[config.mk]
export PLATFORM = sky130hd
export DESIGN_NAME = rys_out_ser
export DESIGN_NICKNAME = d
export VERILOG_FILES = /design/src/rys_pkg.sv /design/src/rys_out_ser.sv
export SDC_FILE = /design/constraint.sdc
export NUM_CORES = 1
export LEC_CHECK = 0
export ABC_AREA = 1
export BUFFER_PORTS_ARGS = -buffer_cell sky130_fd_sc_hd__buf_2
export CORE_MARGIN = 10
export CORE_UTILIZATION = 51
export CTS_CLUSTER_SIZE = 40
export DETAILED_ROUTE_END_ITERATION = 8
export GPL_TIMING_DRIVEN = 0
export HOLD_SLACK_MARGIN = 0.03
export PLACE_DENSITY = 0.82
export RECOVER_POWER = 50
export SETUP_SLACK_MARGIN = 0.4
export SLEW_MARGIN = 5
export SYNTH_ARGS = -nofsm -noshare
export SYNTH_HDL_FRONTEND = slang
export SYNTH_SLANG_ARGS = --single-unit
[constraint.sdc]
create_clock -name clk_i -period 3.3 [get_ports clk_i]
set_input_delay 0.33 -clock clk_i [delete_from_list [all_inputs] [get_ports clk_i]]
set_output_delay 0.33 -clock clk_i [all_outputs]
set_load 0.02 [all_outputs]
[src/rys_pkg.sv]
`timescale 1ns / 1ps
`default_nettype none
// ----------------------------------------------------------------------------
// rys_pkg
// Shared types, codes and constants of the rgb to ycbcr subsampler.
// ----------------------------------------------------------------------------
package rys_pkg;

  localparam int DEF_MAX_WIDTH  = 4096;
  localparam int DEF_MAX_HEIGHT = 4096;

  // size compare width, covers the largest legal frame size
  localparam int SIZE_W   = 14;
  localparam int POS_W    = 12;
  localparam int SAMPLE_W = 10;
  localparam int COMP_W   = 10;
  localparam int PROD_W   = 28;
  localparam int ABS_W    = 27;
  localparam int CHR_W    = 11;
  localparam int SUM_W    = 13;
  localparam int PIX_W    = 64;
  localparam int CFG_W    = 13;

  // divide by 100000 as multiply by reciprocal and shift
  localparam logic [PROD_W-1:0] RECIP    = 28'd175921861;
  localparam int                RECIP_SH = 44;

  // bt.709 full range weights, rows y, cb, cr and columns r, g, b
  localparam logic signed [PROD_W-1:0] COEF [3][3] = '{
    '{ 28'sd21260,  28'sd71520,  28'sd7220},
    '{-28'sd11458, -28'sd38542,  28'sd50000},
    '{ 28'sd50000, -28'sd45415, -28'sd4585}
  };

  typedef enum logic [2:0] {
    CFG_SOURCE_FORMAT = 3'd0,
    CFG_DEEP_OUTPUT   = 3'd1,
    CFG_CHROMA_LAYOUT = 3'd2,
    CFG_FRAME_WIDTH   = 3'd3,
    CFG_FRAME_HEIGHT  = 3'd4
  } cfg_idx_e;

  typedef enum logic [2:0] {
    FMT_RGB8    = 3'd0,
    FMT_RGB10   = 3'd1,
    FMT_RGB16   = 3'd2,
    FMT_RGBA8   = 3'd3,
    FMT_RGB10A2 = 3'd4,
    FMT_RGBA16  = 3'd5
  } fmt_e;

  typedef enum logic [1:0] {
    LAYOUT_400 = 2'd0,
    LAYOUT_420 = 2'd1,
    LAYOUT_422 = 2'd2,
    LAYOUT_444 = 2'd3
  } layout_e;

  typedef enum logic [1:0] {
    PLANE_Y  = 2'd0,
    PLANE_CB = 2'd1,
    PLANE_CR = 2'd2
  } plane_e;

  // per pixel control decided at the input
  typedef struct packed {
    logic [2:0]       fmt;
    logic             deep;
    logic [POS_W-1:0] col;
    logic [POS_W-1:0] row;
    logic [POS_W-1:0] ccol;
    logic [POS_W-1:0] crow;
    logic             last_frame;
    logic             chroma_out;
    logic             pend_wr;
    logic             line_wr;
    logic             use_pend;
    logic             use_line;
    logic [1:0]       avg_sh;
  } ctl_t;

  // finished results of one pixel
  typedef struct packed {
    logic [SAMPLE_W-1:0] y_val;
    logic [SAMPLE_W-1:0] cb_val;
    logic [SAMPLE_W-1:0] cr_val;
    logic [POS_W-1:0]    col;
    logic [POS_W-1:0]    row;
    logic [POS_W-1:0]    ccol;
    logic [POS_W-1:0]    crow;
    logic                chroma_out;
    logic                last_frame;
  } item_t;

endpackage
`default_nettype wire

[src/rys_out_ser.sv]
`timescale 1ns / 1ps
`default_nettype none
// ----------------------------------------------------------------------------
// rys_out_ser
// Result register that sends the samples of one pixel one request at a time.
// ----------------------------------------------------------------------------
module rys_out_ser import rys_pkg::*; (
  input  wire logic        clk_i,
  input  wire logic        rst_ni,
  input  wire logic        load_i,
  input  wire item_t       item_i,
  output logic             free_o,
  output logic             m_axis_tvalid,
  input  wire logic        m_axis_tready,
  output logic [39:0]      m_axis_tdata,
  output logic [2:0]       m_axis_tuser,
  output logic             m_axis_tlast
);

  logic       v_q;
  item_t      it_q;
  logic [1:0] k_q;
  logic [1:0] last_k;
  logic       take, done;
  logic [SAMPLE_W-1:0] val;
  plane_e              plane;
  logic [POS_W-1:0]    pcol, prow;

  assign last_k = it_q.chroma_out ? 2'd2 : 2'd0;
  assign take   = v_q && m_axis_tready;
  assign done   = take && (k_q == last_k);
  assign free_o = !v_q || done;

  // request sequencing
  always_ff @(posedge clk_i or negedge rst_ni) begin
    if (!rst_ni) begin
      v_q <= 1'b0;
      k_q <= 2'd0;
    end else if (load_i) begin
      v_q <= 1'b1;
      k_q <= 2'd0;
    end else if (done) begin
      v_q <= 1'b0;
    end else if (take) begin
      k_q <= k_q + 2'd1;
    end
  end

  always_ff @(posedge clk_i) begin
    if (load_i) it_q <= item_i;
  end

  // sample select
  always_comb begin
    unique case (k_q)
      2'd0: begin
        val = it_q.y_val;  plane = PLANE_Y;  pcol = it_q.col;  prow = it_q.row;
      end
      2'd1: begin
        val = it_q.cb_val; plane = PLANE_CB; pcol = it_q.ccol; prow = it_q.crow;
      end
      default: begin
        val = it_q.cr_val; plane = PLANE_CR; pcol = it_q.ccol; prow = it_q.crow;
      end
    endcase
  end

  assign m_axis_tvalid = v_q;
  assign m_axis_tdata  = {6'd0, prow, pcol, val};
  assign m_axis_tuser  = {k_q == last_k, plane};
  assign m_axis_tlast  = it_q.last_frame && (k_q == last_k);

endmodule
`default_nettype wire

======== After elaboration in Yosys (flattened, before gate mapping) ========
Index checks and enable logic that the tools add are counted.
word-level totals
  register bits after elaboration ......... 83
  input bits .............................. 84
  output and inout bits ................... 46
  word-level logic and storage cells ...... 34
cells by class
  $add $sub $neg .......................... 1
  equal/unequal tests ..................... 3
  muxes and demuxes ....................... 10
  reductions and logical operators ........ 9
operators with widths
  kind                   number
  $mux W12               2
  $pmux W10 S2           1
  $mux W2                4
  $pmux W2 S2            1
  $reduce_bool A2 Y1     2
  $logic_and A1 B1 Y1    3
  $add A2 B1 Y2 const B  1
  $eq A2 B1 Y1 const B   1
  $eq A2 B2 Y1           1
  $logic_not A2 Y1       1
  $mux W1                2
  $ne A2 B2 Y1 const B   1
  $reduce_and A2 Y1      1
  $logic_not A1 Y1       1
  $logic_or A1 B1 Y1     1

======== Longest topological paths before layout ========
  word-level depth ........................ 5
  mapped depth ............................ 7
  depth with buffers taken out ............ 7

======== Worst setup path after synthesis ========
Ideal clock, no wire load.
  path kind ............................... register to output
  start point ............................. reg k_q[0]
  end point ............................... out m_axis_tdata[0]
  data arrival time ....................... 1,243 ps
  data required time ...................... 2,970 ps
  path slack .............................. 1,727 ps
  cell stages (with the launch flop) ...... 8
  buffers on the path ..................... 2
  cell sequence ........................... dfrtp_1 > inv_1 > ha_1 > buf_6 > nor2_4 > buf_6 > a22oi_1 > nand2_1
on the way
  cells in the longest elaborated chain, start to end .. 2
  elaborated cells on any way between the ends .. 3
  those cells by class .................... eq/ne (1); mux (1); reduce/logical (1)
RTL lines
  element                                                  line               source
  start, declared                                          rys_out_ser.sv:22  logic [1:0] k_q;
  start signal, assigned                                   rys_out_ser.sv:45  k_q <= k_q + 2'd1;
  $eq A2 B1 Y1 / $logic_not A2 Y1 (equally long branches)  rys_out_ser.sv:55  unique case (k_q)
  $pmux W10 S2 (*)                                         rys_out_ser.sv:55
  end, declared                                            rys_out_ser.sv:15  output logic [39:0] m_axis_tdata,
Every way passes the cells marked *; elsewhere a longest branch is shown, timed or not.

======== Final worst setup path ========
  start point ............................. reg k_q[0]
  end point ............................... out m_axis_tdata[1]
Same word-level chain as after synthesis.

==> flow_metrics.py <==
metrics = {
    "run_status": {
        "status": "finished, violations left",
        "failed_checks": "capacitance limit, slew limit",
    },
    "clocking": {
        "cts.sinks": 83,
        "tritoncts": "built",
        "clockBufferDepth": 2,
        "clock_latency_ps": 340,
        "htreeDepth": 3,
        "cts.repair.resized": 0,
        "postCtsSetupRepairBufs": 0,
        "cts_buffers": 9,
        "clkTransAtPathRegs_ps": 80,
        "cts-root-buf": "clkbuf_8",
    },
    "timing": {
        "setup_violations": 0,
        "worst_pin_slew_ps": 1550,
        "fin_crit_sh_pct": 65.0,
        "rsz0062_at_grt": "false",
        "clock.fmax_mhz": 466,
        "slew_headroom_pct": -3.29,
        "final_hold_viol_count": 0,
        "maxSlewViolCount": 27,
        "whs_ps": 154,
        "fin_crit_ps": 2140,
        "fin_ws_ps": 1160,
        "skew_ps": 1.16,
        "finalSetupTns_ps": 0,
    },
    "placed_design": {
        "numPortBuffers": 123,
        "dp_cells": 430,
        "place_congestion": 0.759,
        "post-place-ws_ps": 1520,
        "dp_hpwl_mm": 5.46,
    },
    "drt": {
        "detail-route-antenna-nets": 0,
        "vias_per_cell": 4.76,
        "firstDrtPassIters": 4,
        "drt_iter0_drc": 68,
        "vias": 2129,
        "drc_errors": 0,
        "wire_per_inst_um": 16.3,
        "wl_mm": 7.27,
    },
    "synth": {
        "muxShareOfSynthArea_pct": 0,
        "netlist_area_um2": 3150,
        "netlist_instances": 226,
        "synth_top_family_by_area": "simple AND/OR/NAND/NOR gates",
        "synthSimpleGateAreaFrac_pct": 12.9,
        "synth_xor_area_share_pct": 0,
        "synth_compound_area_share_pct": 2.98,
        "ys_types": 18,
        "seq_area_frac_synth_pct": 78.5,
        "ys_seq_elements": 83,
        "syn_area_per_cell_um2": 14.0,
        "ys_warn_count": 0,
        "synth-adder-area-share_pct": 1.19,
    },
    "critical_path": {
        "cp-end-kind": "output port",
        "slowest_delay_ps": 390,
        "reg2reg_to": "k_q[1]",
        "cp_max_fo": 10,
        "r2r_cells": 7,
        "critPathRequiredTime_ps": 2970,
        "ff2ff_setup_slack_ps": 2250,
        "crit-reg2reg-launch": "k_q[1]",
        "crit_type": "flop to output port",
        "crit_chain": "inv_1 > ha_1 > buf_6 > buf_4 > a22oi_1 > nand2_1 > buf_2",
        "slowest_stage": "dfrtp_1",
        "cp_data_arrival_time_ps": 1810,
        "worstSetupStartpointType": "flop",
        "critical-path-top-delay-family": "buffers and inverters",
        "crit_buf_inv": 4,
    },
    "global_route": {
        "grt_util_all_layers_pct": 14.6,
        "grt_overflow": 0,
        "grt_pass1_wl_mm": 11.1,
        "antenna_found_initial": 0,
        "grt_pass1_vias": 2253,
        "grt_max_degree": 56,
    },
    "die": {
        "dieWidth_um": 98.6,
        "initial_core_util_pct": 53.0,
        "io_pins": 130,
        "core.rowCount": 28,
        "fp.dieH_um": 98.6,
        "dieArea_um2": 9730,
        "coreArea_um2": 5960,
    },
    "pwr": {
        "power_mw": 2.81,
        "power.density_nw_per_um2": 672,
        "leakagePower_nw": 1.92,
        "irDropWorstVdd_mv": 0.420,
    },
    "min_path": {
        "min_path_type": "input port to flop",
        "min_to": "it_q[32]",
        "whs_path_depth": 1,
        "min_from": "item_i[32]",
    },
    "layout": {
        "drive_gt1_share_pct": 41.9,
        "layout.cells.non_filler": 447,
        "area_delta_synth_final_pct": 32.6,
        "final_nets": 454,
        "antenna_cells": 0,
    },
    "flow_run": {
        "cap_violations": 1,
    },
}
[cell families after synthesis]
group	Yosys count
and+or+nand+nor	104
buffers and inverters	22
AOI/OAI and AO/OA	13
adders and majority gates	3
other	1
DFF	83
[layout make-up]
cell class,count,area [um^2]
well taps,75,93.8
multi-input cells,126,561
repair buffers,125,651
inverters,8,30.0
flip-flops and latches,83,2480
fillers,444,1770
plain buffers,14,105
clock inverters,6,138
clock buffers,10,128
[sequential cells by signal, summed over array words and instances (netlist names)]
name and flops:
k_q 2, it_q 80, m_axis_tvalid 1
[what timing repair did]
item	4_1_cts	5_1_grt
hold buffers	1	0
endpoints found under the hold margin	3	0
setup endpoints to repair	0	0
[cells in the mapped netlist (all sizes together)]
cell	number	area, um^2
a21oi	1	5.00
a22oi	10	75.1
buf	14	105
conb	1	3.75
dfrtp	3	75.1
edfxtp	80	2400
ha	3	37.5
inv	8	30.0
nand2	99	374
nand3	1	10.0
nor2	4	22.5
o21ai	2	13.8
[metrics by stage]
stage	area [um^2]	util (%)
after CTS	4190	70.3
after global routing	4180	70.2
after detailed placement	3910	65.7
final	4180	70.2
after global placement	3880	65.2
after floorplan	3170	-
[report_power, final]
part           switching (mW)  total (mW)  internal [mW]
Clock                   0.346       0.927          0.582
Combinational           0.397       0.610          0.213
Sequential             0.0259        1.27           1.25
[layout by cell type, fill, tap and decap left out, types with 3 or more instances in the layout]
cell type    n
conb_1       6
nor2_1       3
ha_1         3
bufinv_16    4
buf_2      124
nand2_1     98
clkbuf_1     3
dfrtp_1      3
edfxtp_1    80
buf_4        9
inv_1        7
clkbuf_8     9
a22oi_1     10
[worst max-delay path by stage]
stage                start         endpoint  slack, ps  cells past startpoint
floorplan           k_q[0]  m_axis_tdata[0]       1730                      7
global placement    load_i           k_q[0]       1220                      4
detailed placement  k_q[0]  m_axis_tdata[1]       1520                      7
CTS                 k_q[0]  m_axis_tdata[1]       1130                      7
global route        k_q[0]  m_axis_tdata[5]       1010                      8
finish              k_q[0]  m_axis_tdata[1]       1160                      7
[layer usage]
layer / wire [um] / GRT usage, % / vias to the layer above / share of wire, %
li1: - / - / 1042 / -
met1: 2870 / 15.5 / 982 / 40
met2: 3610 / 24.5 / 95 / 50
met3: 687 / 6.42 / 10 / 9.4
met4: 102 / 6.50 / 0 / 1.4
met5: 0 / 0 / - / 0
[worst reg2reg max path, cell delays in order, from the launching register on]
cell     delay [ps]
dfrtp_1         380
inv_1           140
nand2_1          90
nand3_2         120
nand2_2          70
nand2_1          60
nand2_1          50
nor2_1           80
(Power assumes the default switching activity.)
