**config.mk**
```make
export PLATFORM = sky130hd
export DESIGN_NAME = rys_color_matrix
export DESIGN_NICKNAME = d
export VERILOG_FILES = /design/src/rys_pkg.sv /design/src/rys_color_matrix.sv
export SDC_FILE = /design/constraint.sdc
export NUM_CORES = 2
export LEC_CHECK = 0
export ABC_AREA = 1
export BUFFER_PORTS_ARGS = -buffer_cell sky130_fd_sc_hd__buf_2
export CORE_ASPECT_RATIO = 0.8
export CORE_MARGIN = 5
export CORE_UTILIZATION = 44
export CTS_CLUSTER_DIAMETER = 50
export DETAILED_ROUTE_END_ITERATION = 8
export GPL_ROUTABILITY_DRIVEN = 1
export MAX_ROUTING_LAYER = met4
export SKIP_LAST_GASP = 1
export SYNTH_ARGS = -nofsm -noshare
export SYNTH_HDL_FRONTEND = slang
export SYNTH_SLANG_ARGS = --single-unit
```
**constraint.sdc**
```tcl
create_clock -name clk_i -period 17.4 [get_ports clk_i]
set_clock_uncertainty 0.2 [all_clocks]
set_input_delay 1.74 -clock clk_i [delete_from_list [all_inputs] [get_ports clk_i]]
set_output_delay 1.74 -clock clk_i [all_outputs]
set_load 0.1 [all_outputs]
```
**src/rys_pkg.sv**
```systemverilog
`timescale 1ns / 1ps
`default_nettype none
// ----------------------------------------------------------------------------
// rys_pkg
// Shared types, codes and constants of the rgb to ycbcr subsampler.
// ----------------------------------------------------------------------------
package rys_pkg;

  localparam int DEF_MAX_WIDTH  = 4096;
  localparam int DEF_MAX_HEIGHT = 4096;

  // size compare width, covers the largest legal frame size
  localparam int SIZE_W   = 14;
  localparam int POS_W    = 12;
  localparam int SAMPLE_W = 10;
  localparam int COMP_W   = 10;
  localparam int PROD_W   = 28;
  localparam int ABS_W    = 27;
  localparam int CHR_W    = 11;
  localparam int SUM_W    = 13;
  localparam int PIX_W    = 64;
  localparam int CFG_W    = 13;

  // divide by 100000 as multiply by reciprocal and shift
  localparam logic [PROD_W-1:0] RECIP    = 28'd175921861;
  localparam int                RECIP_SH = 44;

  // bt.709 full range weights, rows y, cb, cr and columns r, g, b
  localparam logic signed [PROD_W-1:0] COEF [3][3] = '{
    '{ 28'sd21260,  28'sd71520,  28'sd7220},
    '{-28'sd11458, -28'sd38542,  28'sd50000},
    '{ 28'sd50000, -28'sd45415, -28'sd4585}
  };

  typedef enum logic [2:0] {
    CFG_SOURCE_FORMAT = 3'd0,
    CFG_DEEP_OUTPUT   = 3'd1,
    CFG_CHROMA_LAYOUT = 3'd2,
    CFG_FRAME_WIDTH   = 3'd3,
    CFG_FRAME_HEIGHT  = 3'd4
  } cfg_idx_e;

  typedef enum logic [2:0] {
    FMT_RGB8    = 3'd0,
    FMT_RGB10   = 3'd1,
    FMT_RGB16   = 3'd2,
    FMT_RGBA8   = 3'd3,
    FMT_RGB10A2 = 3'd4,
    FMT_RGBA16  = 3'd5
  } fmt_e;

  typedef enum logic [1:0] {
    LAYOUT_400 = 2'd0,
    LAYOUT_420 = 2'd1,
    LAYOUT_422 = 2'd2,
    LAYOUT_444 = 2'd3
  } layout_e;

  typedef enum logic [1:0] {
    PLANE_Y  = 2'd0,
    PLANE_CB = 2'd1,
    PLANE_CR = 2'd2
  } plane_e;

  // per pixel control decided at the input
  typedef struct packed {
    logic [2:0]       fmt;
    logic             deep;
    logic [POS_W-1:0] col;
    logic [POS_W-1:0] row;
    logic [POS_W-1:0] ccol;
    logic [POS_W-1:0] crow;
    logic             last_frame;
    logic             chroma_out;
    logic             pend_wr;
    logic             line_wr;
    logic             use_pend;
    logic             use_line;
    logic [1:0]       avg_sh;
  } ctl_t;

  // finished results of one pixel
  typedef struct packed {
    logic [SAMPLE_W-1:0] y_val;
    logic [SAMPLE_W-1:0] cb_val;
    logic [SAMPLE_W-1:0] cr_val;
    logic [POS_W-1:0]    col;
    logic [POS_W-1:0]    row;
    logic [POS_W-1:0]    ccol;
    logic [POS_W-1:0]    crow;
    logic                chroma_out;
    logic                last_frame;
  } item_t;

endpackage
`default_nettype wire

```
**src/rys_color_matrix.sv**
```systemverilog
`timescale 1ns / 1ps
`default_nettype none
// ----------------------------------------------------------------------------
// rys_color_matrix
// Unpacks the pixel and computes signed Y, U, V over three register stages.
// ----------------------------------------------------------------------------
module rys_color_matrix import rys_pkg::*; #(
  parameter int IDX_W = 11
) (
  input  wire logic                    clk_i,
  input  wire logic                    rst_ni,
  input  wire logic                    adv_i,
  input  wire logic                    valid_i,
  input  wire logic [PIX_W-1:0]        pixel_i,
  input  wire ctl_t                    ctl_i,
  input  wire logic [IDX_W-1:0]        idx_i,
  output logic                         valid_c_o,
  output logic [IDX_W-1:0]             idx_c_o,
  output logic                         valid_o,
  output ctl_t                         ctl_o,
  output logic [IDX_W-1:0]             idx_o,
  output logic signed [CHR_W-1:0]      y_o,
  output logic signed [CHR_W-1:0]      u_o,
  output logic signed [CHR_W-1:0]      v_o
);

  logic [COMP_W-1:0]              comp [3];
  logic signed [PROD_W-1:0]       prod_d [3][3];
  logic signed [PROD_W-1:0]       prod_q [3][3];
  logic                           vb_q, vc_q, vd_q;
  ctl_t                           ctlb_q, ctlc_q, ctld_q;
  logic [IDX_W-1:0]               idxb_q, idxc_q, idxd_q;
  logic [ABS_W-1:0]               abs_d [3];
  logic [ABS_W-1:0]               abs_q [3];
  logic                           neg_d [3];
  logic                           neg_q [3];
  logic signed [CHR_W-1:0]        res_d [3];
  logic signed [CHR_W-1:0]        res_q [3];

  // component unpack by source format and output depth
  always_comb begin
    for (int k = 0; k < 3; k++) begin
      unique case (ctl_i.fmt)
        FMT_RGB10, FMT_RGB10A2: begin
          if (ctl_i.deep) comp[k] = pixel_i[10*k +: 10];
          else            comp[k] = {2'b00, pixel_i[10*k+2 +: 8]};
        end
        FMT_RGB16, FMT_RGBA16: begin
          if (ctl_i.deep) comp[k] = pixel_i[16*k+6 +: 10];
          else            comp[k] = {2'b00, pixel_i[16*k+8 +: 8]};
        end
        default: begin
          if (ctl_i.deep) comp[k] = {pixel_i[8*k +: 8], pixel_i[8*k+6 +: 2]};
          else            comp[k] = {2'b00, pixel_i[8*k +: 8]};
        end
      endcase
    end
  end

  // weighted products
  always_comb begin
    for (int i = 0; i < 3; i++) begin
      for (int k = 0; k < 3; k++) begin
        prod_d[i][k] = $signed({{(PROD_W-COMP_W){1'b0}}, comp[k]}) * COEF[i][k];
      end
    end
  end

  // sums split into magnitude and sign
  always_comb begin
    logic signed [PROD_W-1:0] sum;
    for (int i = 0; i < 3; i++) begin
      sum      = prod_q[i][0] + prod_q[i][1] + prod_q[i][2];
      neg_d[i] = sum[PROD_W-1];
      abs_d[i] = neg_d[i] ? ABS_W'(-sum) : ABS_W'(sum);
    end
  end

  // truncating divide by 100000 through the reciprocal
  always_comb begin
    logic [ABS_W+PROD_W-1:0] p;
    logic [CHR_W-1:0]        q;
    for (int i = 0; i < 3; i++) begin
      p        = abs_q[i] * RECIP;
      q        = {1'b0, p[RECIP_SH +: SAMPLE_W]};
      res_d[i] = neg_q[i] ? -$signed(q) : $signed(q);
    end
  end

  // valid flags of the three stages
  always_ff @(posedge clk_i or negedge rst_ni) begin
    if (!rst_ni) begin
      vb_q <= 1'b0;
      vc_q <= 1'b0;
      vd_q <= 1'b0;
    end else if (adv_i) begin
      vb_q <= valid_i;
      vc_q <= vb_q;
      vd_q <= vc_q;
    end
  end

  // stage payload
  always_ff @(posedge clk_i) begin
    if (adv_i) begin
      ctlb_q <= ctl_i;
      idxb_q <= idx_i;
      prod_q <= prod_d;
      ctlc_q <= ctlb_q;
      idxc_q <= idxb_q;
      abs_q  <= abs_d;
      neg_q  <= neg_d;
      ctld_q <= ctlc_q;
      idxd_q <= idxc_q;
      res_q  <= res_d;
    end
  end

  assign valid_c_o = vc_q;
  assign idx_c_o   = idxc_q;
  assign valid_o   = vd_q;
  assign ctl_o     = ctld_q;
  assign idx_o     = idxd_q;
  assign y_o       = res_q[0];
  assign u_o       = res_q[1];
  assign v_o       = res_q[2];

endmodule
`default_nettype wire

```
# Word-level counts from Yosys, hierarchy flattened
# Cells that the tools add are included.
classes:
  addsub: 12
  mul: 12
  n_eq_ne: 4
  muxes: 18
  n_reduce_logical: 2
ops:
  columns: ["operator", "n"]
  rows:
  - ["$add 28x28->28", 6]
  - ["$mul 27x28->54 const B", 3]
  - ["$mux 10", 12]
  - ["$mux 27", 3]
  - ["$neg 27->27", 3]
  - ["$mul 10x12->22 const B", 3]
  - ["$pmux 10 s2", 3]
  - ["$mul 11x14->25 const B", 2]
  - ["$neg 10->11", 3]
  - ["$mul 11x17->28 const B", 1]
  - ["$mul 11x16->27 const B", 1]
  - ["$mul 10x13->23 const B", 1]
  - ["$mul 10x11->21 const B", 1]
  - ["$eq 3x3->1 const B", 2]
  - ["$reduce_or 2->1", 2]
  - ["$eq 3x1->1 const B", 1]
  - ["$eq 3x2->1 const B", 1]
totals:
  regBits: 566
  elab_cells: 114

# Longest topological paths before layout
depth:
  depth_word: 4
  ltp_mapped: 34

# Worst setup path after synthesis
# No wires, ideal clock.
synth_timing:
  path_type: "input port to flip-flop"
  from: "input ctl_i[57] (netlist name)"
  to: "register prod_q[26] (netlist name), data pin"
  setup_ns: 0.264
  t_arrival_ns: 7.891
  t_required_ns: 16.936
  slack_ns: 9.046
  stages: 27
  cell_sequence: "or2_2 > clkbuf_1 > a21oi_1 > nor2_1 > inv_2 > buf_2 > nor2_1 > nor2_1 > inv_1 > fa_1 > inv_1 > fa_1 > fa_1 > inv_1 > fa_1 > inv_1 > fa_1 > inv_1 > ha_1 > nand2_1 > nor4_1 > nand4_1 > nand3_1 > nand3_1 > nand2_1 > a31oi_1 > xor2_1"
synth_rtl:
  columns: ["element", "line", "text"]
  rows:
  - ["from (decl)", "rys_color_matrix.sv:15", "input wire ctl_t ctl_i,"]
  - ["to (signal assigned)", "rys_color_matrix.sv:108", "prod_q <= prod_d;"]
  - ["to (decl)", "rys_color_matrix.sv:29", "logic signed [PROD_W-1:0] prod_q [3][3];"]

==> impl_metrics.tcl <==
set metrics [dict create \
    critPathLaunchType "primary input" \
    reg2reg_setup_slack_ns 10.10 \
    finalWeightedCongestion 0.9840 \
    track_usage_pct 24.06 \
    fin_crit_ns 9.139 \
    timing_hold_violations_final 0 \
    synthToLayoutAreaGrowth_pct 8.154 \
    synth_edf_count 529 \
    grt_pass1_vias 65280 \
    syn_inst 9599 \
    post-cts-setup-buffers 0 \
    r2r_start "abs_q[70]" \
    final_core_util_pct 47.83 \
    grt_pass1_wl_um 372600 \
    critPathMaxFanout 61 \
    grt_antenna_before_repair 4 \
    grt_max_degree 104 \
    ff2ff_path_depth 26 \
    tns_ns 0 \
    r2r-end "y_o[8]" \
    finalMaxSlewViolations 0 \
    arrival_ns 9.35 \
    drt_iter0_drc 4055 \
    netlist-cell-type-count 62 \
    critPathKind "primary input to flop" \
    die_y_um 406.4 \
    start_util_pct 44.23 \
    synth_area_um2 86420 \
    hp-class "flop to flop" \
    cts_tree "yes" \
    cp.required_ns 17.61 \
    synthArstFlopShare_pct 0.5639 \
    ys.flop_type "edfxtp_1" \
    vias 62540 \
    die_w_um 505.5 \
    worst_pin_slew_ns 0.9986 \
    grt_overflow 0 \
    maxCapViolCount 0 \
    final-setup-viol-count 0 \
    clkSlewWorstSetupHoldPaths_ns 0.06 \
    cts_hold_buffers 0 \
    worstSkewPairLatency_ns 0.69 \
    drive_gt1_share_pct 4.574 \
    totalWireLength_um 237900 \
    endpoint_kind "flop" \
    rsz0062_at_grt "no" \
    cts_resized 0 \
    yosysSeqAreaShare_pct 18.47 \
    dr.pass1.iters 6 \
    port_buffers 233 \
    fmax_mhz 109.4 \
    cts_buffers 73 \
    ys_ff_latch 532 \
    drtAntennaViolNets 0 \
    core_region_area_um2 195400 \
    cts.sinks 532 \
    cts-root-buf "clkbuf_16" \
    pin_count 256 \
    ys_warn_count 0 \
    cts.path.max_buffers 3 \
    drt-vias-per-instance 4.986 \
    max_slew_margin_pct 33.28 \
    dieArea_um2 205400 \
    status "finished, final reports clean" \
    wl_per_cell_um 18.97 \
    cp-startpoint "ctl_i[56]" \
    fp-row-count 145 \
    drc 0 \
    critPathCapture "prod_q[139]" \
    htreeDepth 3 \
    nNetsFinal 12710 \
    synth_area_per_cell_um2 9.003 \
    hpwl_um 209600 \
    syn_nets 12400 \
    fin_crit_sh_pct 52.52 \
]
layer usage:
metal / track usage (%) / up-vias / share of wire, %
met5: - / - / 0
met4: 3.666 / 0 / 1.6
met3: 4.628 / 193 / 6.5
met2: 35.79 / 1452 / 43
met1: 34.89 / 30480 / 49
li1: - / 30420 / -
synth_stat cells, types with 3 or more instances:
cell type,n,area (µm²)
o2111ai_1,4,35.03
ha_1,1454,18190
and3_1,12,75.07
buf_2,6,30.03
a31oi_1,18,112.6
nand3b_1,18,135.1
o31ai_1,6,45.04
nor3_1,51,255.2
o21ai_1,4,20.02
nand2_2,18,112.6
o21ai_0,225,1126
a211oi_1,5,37.54
fa_1,1210,24220
dfrtp_1,3,75.07
nor3b_1,3,22.52
a32o_1,3,30.03
xnor2_2,3,48.80
or2_2,16,100.1
clkbuf_1,17,63.81
xor2_1,204,1787
inv_1,2594,9737
o21bai_1,35,262.8
nand4_1,91,569.3
nor2_1,504,1892
a21boi_0,9,67.56
xor2_2,3,48.80
and2_1,12,75.07
nand2_1,1657,6220
xnor2_1,104,910.9
a21oi_1,376,1882
nand3_1,290,1451
nor2_2,9,56.30
nor4_1,19,118.9
nand2_4,3,33.78
a21oi_2,3,26.28
inv_2,3,11.26
a21o_1,21,157.7
edfxtp_1,529,15890
o21a_1,7,52.55
o211ai_1,22,165.2
layout by cell type (no fill, tap or decap), drive strengths merged, types with 29 or more instances in the layout:
cell | Yosys | routed
o21bai | 37 | 37
fa | 1210 | 1210
buf | 10 | 263
o21ai | 232 | 232
ha | 1454 | 1454
nor2 | 514 | 514
nand4 | 91 | 91
clkinv | 0 | 29
nand2 | 1678 | 1678
clkbuf | 17 | 78
a21oi | 380 | 380
nand3 | 292 | 292
edfxtp | 529 | 529
xor2 | 207 | 207
nor3 | 52 | 52
inv | 2598 | 2618
xnor2 | 107 | 107
final cells by class:
type                            count  area (µm²)
Inverter                         2598        9754
Clock inverter                     57       696.9
Sequential cell                   532       15960
Tap cell                         2572        3218
Multi-Input combinational cell   6442       60580
Clock buffer                       78        1846
Fill cell                       18780      101900
Timing Repair Buffer              263        1401
Antenna cell                        2       5.005
how the worst min path moves through the flow:
stage	start	endpoint	slack (ns)	cells past startpoint
after global routing	idxb_q[4]	idx_c_o[4]	0.22	0
after floorplan	ctlc_q[0]	ctl_o[0]	0.20	0
after detailed placement	ctlc_q[14]	ctl_o[14]	0.20	0
after CTS	idxb_q[4]	idx_c_o[4]	0.21	0
after global placement	ctlb_q[29]	ctlc_q[29]	0.20	0
final	ctlb_q[38]	ctlc_q[38]	0.21	0
critical path, stage by stage:
cell and delay, ns:
buf_2 0.07, buf_4 0.45, inv_1 0.56, nand2_1 0.17, nand2_1 0.08, a32o_1 0.23, a21oi_1 0.52, inv_1 0.52
fa_1 0.98, inv_1 0.13, fa_1 0.65, fa_1 0.47, fa_1 0.49, fa_1 0.51, inv_1 0.04, ha_1 0.39
nand2_1 0.13, nor4_1 0.46, nand4_1 0.20, nand3_1 0.20, a31oi_1 0.11, xor2_1 0.18
per-stage QoR:
| stage | area (µm²) | hold WS, ns | setup WS [ns] | std cells |
|---|---|---|---|---|
| finish | 93460 | 0.2140 | 8.261 | 12540 |
| global route | 93460 | 0.2175 | 7.782 | 12540 |
| CTS | 93460 | 0.2098 | 8.241 | 12540 |
| detailed placement | 90920 | 0.2045 | 7.491 | 12410 |
| global placement | 90920 | 0.2003 | 7.633 | 12410 |
| floorplan | 86420 | 0.2003 | 9.046 | 9599 |
flip-flops by register name, summed over array words and instances, names as in the netlist, 60 cells and up:
| register | flops |
|---|---|
| prod_q | 202 |
| abs_q | 78 |
| ctl_o | 60 |
| ctlb_q | 60 |
| ctlc_q | 60 |
kinds of logic after synthesis:
group | after synthesis | synth area share, %
AOI/OAI and AO/OA | 754 | 4.836
xor gates and xnor gates | 314 | 3.235
adders and majority gates | 2664 | 49.08
buffers and inverters | 2625 | 11.44
DFF | 532 | 18.47
muxes | 1 | 0.01303
and+or+nand+nor | 2709 | 12.93
Power is not shown: default switching activity piles up to over one toggle a cycle in this logic, so the estimate is an artifact.
